## src/rtl/lsd_pkg.sv

```systemverilog
// shared types and constants for the list symmetric difference unit
// no dependencies; imported by every module of the block
package lsd_pkg;

  // list depth and derived widths
  localparam int DEPTH = 32;
  localparam int IDX_W = (DEPTH > 1) ? $clog2(DEPTH) : 1;
  localparam int CNT_W = $clog2(DEPTH + 1);
  localparam int VAL_W = 32;

  // command codes of an input transaction
  localparam logic [1:0] CMD_PUSH_A = 2'd0;
  localparam logic [1:0] CMD_PUSH_B = 2'd1;
  localparam logic [1:0] CMD_START  = 2'd2;

  // controller to datapath commands
  typedef struct packed {
    logic push_a;
    logic push_b;
    logic start_init;
    logic next_phase;
    logic scan_clr;
    logic scan_step;
    logic i_inc;
    logic take;
    logic emit_last;
  } lsd_cmd_t;

  // datapath to controller status
  typedef struct packed {
    logic i_done;
    logic j_done;
    logic hit;
    logic pend_valid;
    logic out_free;
    logic phase;
  } lsd_status_t;

endpackage

```

## src/rtl/lsd_dp.sv

```systemverilog
// datapath: list memories, counts, scan indices, comparator and result register
// depends on lsd_pkg
module lsd_dp
  import lsd_pkg::*;
(
  input  logic                    clk,
  input  logic                    rst_n,
  input  lsd_cmd_t                cmd,
  output lsd_status_t             sts,
  input  logic signed [VAL_W-1:0] in_value,
  input  logic                    out_stall,
  output logic                    out_valid,
  output logic signed [VAL_W-1:0] out_result_value,
  output logic                    out_is_last,
  output logic                    out_no_result,
  output logic                    out_overflowed
);

  logic [VAL_W-1:0] mem_a [DEPTH];
  logic [VAL_W-1:0] mem_b [DEPTH];
  logic [VAL_W-1:0] rd_a_r, rd_b_r;

  logic [CNT_W-1:0] count_a_r, count_a_nxt;
  logic [CNT_W-1:0] count_b_r, count_b_nxt;
  logic             dropped_r, dropped_nxt;
  logic             phase_r, phase_nxt;
  logic [CNT_W-1:0] i_r, i_nxt;
  logic [CNT_W-1:0] j_r, j_nxt;
  logic             cv_r;
  logic             hit_r, hit_nxt;
  logic             pend_v_r, pend_v_nxt;
  logic [VAL_W-1:0] pend_val_r;

  logic             out_valid_r, out_valid_nxt;
  logic [VAL_W-1:0] out_value_r;
  logic             out_last_r, out_none_r, out_ovf_r;

  logic             a_room, b_room;
  logic [IDX_W-1:0] addr_a, addr_b;
  logic [VAL_W-1:0] rd_outer, rd_inner;
  logic [CNT_W-1:0] cnt_outer, cnt_inner;
  logic             hit_now, out_free, out_load;

  // room left in each list
  assign a_room = count_a_r < CNT_W'(DEPTH);
  assign b_room = count_b_r < CNT_W'(DEPTH);

  // outer list is a in the first phase, b in the second
  assign addr_a    = phase_r ? j_r[IDX_W-1:0] : i_r[IDX_W-1:0];
  assign addr_b    = phase_r ? i_r[IDX_W-1:0] : j_r[IDX_W-1:0];
  assign rd_outer  = phase_r ? rd_b_r : rd_a_r;
  assign rd_inner  = phase_r ? rd_a_r : rd_b_r;
  assign cnt_outer = phase_r ? count_b_r : count_a_r;
  assign cnt_inner = phase_r ? count_a_r : count_b_r;

  // membership hit including the compare now in flight
  assign hit_now  = hit_r | (cv_r & (rd_inner == rd_outer));
  assign out_free = !out_valid_r || !out_stall;
  assign out_load = (cmd.take && pend_v_r) || cmd.emit_last;

  // list memories with registered read
  always_ff @(posedge clk) begin
    if (cmd.push_a && a_room) begin
      mem_a[count_a_r[IDX_W-1:0]] <= in_value;
    end
    if (cmd.push_b && b_room) begin
      mem_b[count_b_r[IDX_W-1:0]] <= in_value;
    end
    rd_a_r <= mem_a[addr_a];
    rd_b_r <= mem_b[addr_b];
  end

  // counts and overflow flag
  always_comb begin
    count_a_nxt = count_a_r;
    count_b_nxt = count_b_r;
    dropped_nxt = dropped_r;
    if (cmd.push_a) begin
      if (a_room) count_a_nxt = count_a_r + CNT_W'(1);
      else        dropped_nxt = 1'b1;
    end
    if (cmd.push_b) begin
      if (b_room) count_b_nxt = count_b_r + CNT_W'(1);
      else        dropped_nxt = 1'b1;
    end
    if (cmd.emit_last) begin
      count_a_nxt = '0;
      count_b_nxt = '0;
      dropped_nxt = 1'b0;
    end
  end

  // scan indices, hit flag and pending result
  always_comb begin
    phase_nxt  = phase_r;
    i_nxt      = i_r;
    j_nxt      = j_r;
    hit_nxt    = hit_now;
    pend_v_nxt = pend_v_r;
    if (cmd.start_init) begin
      phase_nxt = 1'b0;
      i_nxt     = '0;
    end
    if (cmd.next_phase) begin
      phase_nxt = 1'b1;
      i_nxt     = '0;
    end
    if (cmd.i_inc) begin
      i_nxt = i_r + CNT_W'(1);
    end
    if (cmd.scan_clr) begin
      j_nxt   = '0;
      hit_nxt = 1'b0;
    end
    if (cmd.scan_step) begin
      j_nxt = j_r + CNT_W'(1);
    end
    if (cmd.take) begin
      pend_v_nxt = 1'b1;
    end
    if (cmd.emit_last) begin
      pend_v_nxt = 1'b0;
    end
  end

  // output register occupancy
  always_comb begin
    out_valid_nxt = out_valid_r;
    if (out_valid_r && !out_stall) out_valid_nxt = 1'b0;
    if (out_load)                  out_valid_nxt = 1'b1;
  end

  // control state registers
  always_ff @(posedge clk) begin
    if (!rst_n) begin
      count_a_r   <= '0;
      count_b_r   <= '0;
      dropped_r   <= 1'b0;
      phase_r     <= 1'b0;
      i_r         <= '0;
      j_r         <= '0;
      cv_r        <= 1'b0;
      hit_r       <= 1'b0;
      pend_v_r    <= 1'b0;
      out_valid_r <= 1'b0;
    end else begin
      count_a_r   <= count_a_nxt;
      count_b_r   <= count_b_nxt;
      dropped_r   <= dropped_nxt;
      phase_r     <= phase_nxt;
      i_r         <= i_nxt;
      j_r         <= j_nxt;
      cv_r        <= cmd.scan_step;
      hit_r       <= hit_nxt;
      pend_v_r    <= pend_v_nxt;
      out_valid_r <= out_valid_nxt;
    end
  end

  // payload registers
  always_ff @(posedge clk) begin
    if (cmd.take) begin
      pend_val_r <= rd_outer;
    end
    if (out_load) begin
      out_value_r <= (cmd.emit_last && !pend_v_r) ? '0 : pend_val_r;
      out_last_r  <= cmd.emit_last;
      out_none_r  <= cmd.emit_last && !pend_v_r;
      out_ovf_r   <= dropped_r;
    end
  end

  // status back to the controller
  assign sts.i_done     = (i_r == cnt_outer);
  assign sts.j_done     = (j_r == cnt_inner);
  assign sts.hit        = hit_now;
  assign sts.pend_valid = pend_v_r;
  assign sts.out_free   = out_free;
  assign sts.phase      = phase_r;

  assign out_valid        = out_valid_r;
  assign out_result_value = out_value_r;
  assign out_is_last      = out_last_r;
  assign out_no_result    = out_none_r;
  assign out_overflowed   = out_ovf_r;

endmodule

```

## src/rtl/lsd_ctrl.sv

```systemverilog
// controller: sequences pushes, the two membership scans and the final result
// depends on lsd_pkg
module lsd_ctrl
  import lsd_pkg::*;
(
  input  logic        clk,
  input  logic        rst_n,
  input  logic        in_valid,
  input  logic [1:0]  in_cmd,
  output logic        in_stall,
  input  lsd_status_t sts,
  output lsd_cmd_t    cmd
);

  localparam logic [2:0] ST_IDLE   = 3'd0;
  localparam logic [2:0] ST_OFETCH = 3'd1;
  localparam logic [2:0] ST_SCAN   = 3'd2;
  localparam logic [2:0] ST_DECIDE = 3'd3;
  localparam logic [2:0] ST_FINAL  = 3'd4;

  logic [2:0] state_r, state_nxt;
  logic       in_accept;

  assign in_stall  = (state_r != ST_IDLE);
  assign in_accept = in_valid && !in_stall;

  // next state and datapath commands
  always_comb begin
    state_nxt = state_r;
    cmd       = '0;
    unique case (state_r)
      ST_IDLE: begin
        if (in_accept) begin
          unique case (in_cmd)
            CMD_PUSH_A: cmd.push_a = 1'b1;
            CMD_PUSH_B: cmd.push_b = 1'b1;
            CMD_START: begin
              cmd.start_init = 1'b1;
              state_nxt      = ST_OFETCH;
            end
            default: ;
          endcase
        end
      end
      ST_OFETCH: begin
        if (sts.i_done) begin
          if (!sts.phase) cmd.next_phase = 1'b1;
          else            state_nxt      = ST_FINAL;
        end else begin
          cmd.scan_clr = 1'b1;
          state_nxt    = ST_SCAN;
        end
      end
      ST_SCAN: begin
        if (!sts.j_done) cmd.scan_step = 1'b1;
        else             state_nxt     = ST_DECIDE;
      end
      ST_DECIDE: begin
        priority if (sts.hit) begin
          cmd.i_inc = 1'b1;
          state_nxt = ST_OFETCH;
        end else if (!sts.pend_valid || sts.out_free) begin
          cmd.take  = 1'b1;
          cmd.i_inc = 1'b1;
          state_nxt = ST_OFETCH;
        end else begin
          // result register still busy, hold the decision
          state_nxt = ST_DECIDE;
        end
      end
      ST_FINAL: begin
        if (sts.out_free) begin
          cmd.emit_last = 1'b1;
          state_nxt     = ST_IDLE;
        end
      end
      default: state_nxt = ST_IDLE;
    endcase
  end

  // state register
  always_ff @(posedge clk) begin
    if (!rst_n) begin
      state_r <= ST_IDLE;
    end else begin
      state_r <= state_nxt;
    end
  end

endmodule

```

## src/rtl/list_symmetric_difference_unit.sv

```systemverilog
// top level of the list symmetric difference unit
// depends on lsd_pkg, lsd_ctrl and lsd_dp
//
//   channel | ports                                   | direction
//   input   | in_valid in_stall in_cmd in_value       | push or start in
//   result  | out_valid out_stall out_result_value    | one element per transaction,
//           | out_is_last out_no_result out_overflowed| last one marked
//
// a start runs both membership scans, a single compare per cycle against a registered
// memory read while scanning, and the scan is held only while the result register is busy
// the input is stalled from a start until its final result is loaded
// reset is synchronous and clears counts, flags and the state machine
// a stalled result only holds the scan once a further result is ready while one is pending, and holds the final result
module list_symmetric_difference_unit
  import lsd_pkg::*;
(
  input  logic                    clk,
  input  logic                    rst_n,
  input  logic                    in_valid,
  output logic                    in_stall,
  input  logic [1:0]              in_cmd,
  input  logic signed [VAL_W-1:0] in_value,
  output logic                    out_valid,
  input  logic                    out_stall,
  output logic signed [VAL_W-1:0] out_result_value,
  output logic                    out_is_last,
  output logic                    out_no_result,
  output logic                    out_overflowed
);

  lsd_cmd_t    cmd;
  lsd_status_t sts;

  // sequencing
  lsd_ctrl u_ctrl (
    .clk      (clk),
    .rst_n    (rst_n),
    .in_valid (in_valid),
    .in_cmd   (in_cmd),
    .in_stall (in_stall),
    .sts      (sts),
    .cmd      (cmd)
  );

  // storage, compare and result register
  lsd_dp u_dp (
    .clk              (clk),
    .rst_n            (rst_n),
    .cmd              (cmd),
    .sts              (sts),
    .in_value         (in_value),
    .out_stall        (out_stall),
    .out_valid        (out_valid),
    .out_result_value (out_result_value),
    .out_is_last      (out_is_last),
    .out_no_result    (out_no_result),
    .out_overflowed   (out_overflowed)
  );

endmodule

```

## config.mk

```make
export PLATFORM = sky130hd
export DESIGN_NAME = list_symmetric_difference_unit
export DESIGN_NICKNAME = d
export VERILOG_FILES = /design/src/rtl/lsd_pkg.sv /design/src/rtl/lsd_dp.sv /design/src/rtl/lsd_ctrl.sv /design/src/rtl/list_symmetric_difference_unit.sv
export SDC_FILE = /design/constraint.sdc
export NUM_CORES = 2
export LEC_CHECK = 0
export ABC_AREA = 0
export BUFFER_PORTS_ARGS = -buffer_cell sky130_fd_sc_hd__buf_4
export CAP_MARGIN = 40
export CORE_MARGIN = 2
export CORE_UTILIZATION = 50
export CTS_BUF_LIST = sky130_fd_sc_hd__clkbuf_16
export CTS_CLUSTER_SIZE = 12
export DETAILED_ROUTE_END_ITERATION = 8
export HOLD_SLACK_MARGIN = 0.12
export PLACE_DENSITY = 0.65
export SYNTH_ARGS = -nofsm -noshare
export SYNTH_HDL_FRONTEND = slang
export SYNTH_SLANG_ARGS = --single-unit
```

## constraint.sdc

```tcl
create_clock -name clk -period 5.1 [get_ports clk]
set_input_delay 1.02 -clock clk [delete_from_list [all_inputs] [get_ports clk]]
set_output_delay 1.02 -clock clk [all_outputs]
set_load 0.005 [all_outputs]
```

==> metrics.md <==
| Metric | Value |
|---|---|
| Via density | between 5 and 6 |
| Clock sink total | 2212 |
| Initial core utilization | 50.3% |
| Largest net degree at the start of global routing | 129 |
| PnR worst setup slack | 1.39 ns |
| Post-synth ARST share | 0% |
| Overall routed net length | 202 mm |
| Hold Worst Slack | 0.505 ns |
| Number of synthesized flops with an enable pin | 2115 |
| Placed cells | 6537 |
| Status | finished, final reports clean |
| Multi-input gate area | 0.0190 mm^2 |
| Core Rows | 151 |
| Finish-stage setup viols | 0 |
| CTS max path bufs | 3 |
| Iter 0 DRT Violations | 4057 |
| Vias in the first global route | about 41000 |
| Fin. Hold Viols | 0 |
| Hold path startpoint | u_dp.j_r[5]$_SDFFE_PN0P_ |
| Syn Std Cell Area | ~0.085 mm^2 |
| CP max FO | 20 |
| Num CTS Buffers | 218 |
| Worst R2R Setup Slack | 1.39 ns |
| Final ANT Viol Nets | 0 |
| Sequential area share after synthesis | 76.9% |
| Ys Warns | 0 |
| RSZ-0062 raised after global routing | no |
| Max-cap violations | 0 |
| Pre-antenna DRT Iters | 5 |
| Worst VDD drop | 0.000373 V |
| HP Class | flop to flop |
| Ports | 75 |
| Overall die area | 0.174 mm^2 |
| Setup_tns | 0 ns |
| Period Utilization, post-route | 72.7% |
| Fillers | ~13000 |
| Antenna violations before repair | 12 |
| Most frequent cells in the layout | 2115 x edfxtp_1, 602 x nand2_1, 512 x mux4_2 |
| Avg Cell Area, Syn | 19.7 um^2 |
| Fmax | around 0.27 GHz |
| Post-DP HPWL | around 120 mm |
| Setup CP Type | flop to flop |
| Cells after synthesis | 4326 |
| Port Buffers | 74 |
| Chip width | 417 um |
| Headroom to the max-slew limit | 37.8% |
| Postcts setup bufs | 0 |
| RD Place Congestion | 0.808 |
| Place WS | 1.04 ns |
| Distinct cells, synth | 56 |
| Area leader, netlist | edfxtp_1 |
| Design Power | 35.0 mW |
| Post-CTS Hold Fix Bufs | 0 |
| Pleak | around 32 nW |
| Most common flop cell mapped by yosys | edfxtp_1 |
| Skew final | 0.0337 ns |
| PD cells | 365 mW/mm^2 |
| RR Startpoint | u_ctrl.state_r[2]$_SDFFE_PN0P_ |
| Fin cells | about 6900 |
| WL/cell | 29.1 um |
| Yosys top cell area share | 74.6% |
| GRT overflow | 0 |
| First-pass GRT wire length | 292 mm |
| CP startpoint | u_ctrl.state_r[2]$_SDFFE_PN0P_ |
| Tot GR Track Use | approximately a quarter |
| Root buffer cell | clkbuf_16 |
| Worst Hold End | u_dp.j_r[5]$_SDFFE_PN0P_ |
| Post-cts resize count | 0 |
| Core ar. | 0.169 mm^2 |
| Fin nets | approximately 4600 |
| Reg area | 0.0655 mm^2 |
| CTS HTree Levels | 4 |
| Layout cells sized above 1 | around a quarter |
| Commonest non-fill, non-tap cell in the layout | edfxtp_1 |
| Synthesized flop and latch total | 2212 |
| Fin crit period | 3.71 ns |
| Slew Limit Fails | 0 |
| Die Ht | 417 um |
| Syn Nets | roughly 4400 |
| Ranking of synthesized cells by area | edfxtp_1 75%, mux4_2 14%, nand2_1 2.7%, dfxtp_1 2.3%, nand3_1 1.9% |
| Reg2Reg Depth | 5 |
| TritonCTS clock tree | yes |
| Worst-Margin Slew | 0.933 ns |
| Crit path DAT | 4.23 ns |
| Hold path cells | 2 |
| Clock latency at the later pin of the worst-skew pair | 0.84 ns |
| Worst Path Required | 5.62 ns |
| DR vias | 41449 |
| Synthesis-to-layout area growth | 12.5% |
| Startpoint types | flop |
| Critical Path End Type | flop |
| Worst r2r dst | u_dp.mem_b[26][29]$_DFFE_PP_ |
| # DRC | 0 |
| Clock transition at path regs | 0.06 ns |
==> critical path, stage by stage (launching register included) <==
cell,delay [ns]
dfxtp_1,0.41
or3_1,0.57
nor4_4,0.64
nand2_1,0.69
nor2_4,0.78
buf_4,0.29
==> worst max-delay path by stage <==
stage / to / slack, ns / depth (start not counted)
floorplan: u_dp.out_is_last$_DFFE_PP_ / 0.82 / 7
global placement: u_dp.mem_b[18][21]$_DFFE_PP_ / 1.11 / 6
detailed placement: u_dp.mem_b[26][15]$_DFFE_PP_ / 1.04 / 6
CTS: u_dp.mem_b[26][4]$_DFFE_PP_ / 1.33 / 5
global route: u_dp.mem_b[26][2]$_DFFE_PP_ / 1.24 / 5
finish: u_dp.mem_b[26][29]$_DFFE_PP_ / 1.39 / 5
==> cells by family (layout without fill, tap and decap cells) <==
kind of cell,after synthesis,after routing,share of synthesized area [%]
adder cells (fa/ha/maj),10,10,0.147
multiplexers,571,571,14.3
XOR/XNOR,49,49,0.504
buffers and inverters,250,620,1.58
AO/OA/AOI/OAI,111,111,0.759
flip-flops,2212,2212,76.9
other,0,11,0
AND/OR/NAND/NOR,1123,1123,5.79
==> final cells by class <==
cell class / instances / area share (%)
antenna: 11 / 0.0287
clock inverter: 157 / 0.865
inverter: 16 / 0.0627
clock buffer: 220 / 5.75
tap: 2218 / 2.90
sequential: 2212 / 68.3
multi-input combinational: 1864 / 19.8
timing repair buffer: 227 / 2.25
==> where the power goes <==
group | switching, mW | internal (mW) | total (mW)
logic | 0.485 | 0.151 | 0.637
clock network | 6.54 | 7.83 | 14.4
registers | 0.0469 | 19.9 | 20.0
total | 7.08 | 27.9 | 35.0
==> synthesized netlist by cell type (3+ instances only) <==
cell and n:
inv_1 16, edfxtp_1 2115, nor2b_1 38, mux2_2 34, or3_1 7, and2_1 4, xor2_1 7, nand2b_1 7
o21ai_0 16, nand4_1 9, and3_1 3, buf_4 33, a31oi_1 3, or2_2 3, or3b_2 4, nand3b_1 7
buf_1 16, ha_1 10, nor2_1 96, dfxtp_1 97, nor3_1 5, o221ai_1 4, mux4_2 512, nand2_1 602
mux2i_1 23, o21ai_1 65, nand3_1 329, buf_6 22, buf_2 84, clkbuf_1 78, xnor2_1 42, a21oi_1 5
==> metrics by stage <==
| stage | util [%] | cell area (um^2) |
|---|---|---|
| global route | 56.6 | 95800 |
| CTS | 56.6 | 95700 |
| global placement | 52.8 | 89300 |
| floorplan | - | 85100 |
| detailed placement | 52.8 | 89400 |
| finish | 56.6 | 95800 |
==> metal layers <==
metal / share of wire, % / GRT usage [%] / vias up
met5: 0.0064 / 0 / -
li1: - / - / 17699
met2: 50 / 38.7 / 1523
met3: 6.5 / 3.64 / 281
met4: 2.5 / 6.45 / 2
met1: 41 / 32.5 / 21944
==> flip-flops by register name, indices dropped and copies added (netlist names), 6 cells and up <==
register / count
u_dp.count_b_r: 6
u_dp.out_result_value: 32
u_dp.pend_val_r: 32
u_dp.i_r: 6
u_dp.mem_b: 1024
u_dp.mem_a: 1024
u_dp.rd_a_r: 32
u_dp.j_r: 6
u_dp.rd_b_r: 32
u_dp.count_a_r: 6
Note: power is estimated with default switching activity, not from simulation.
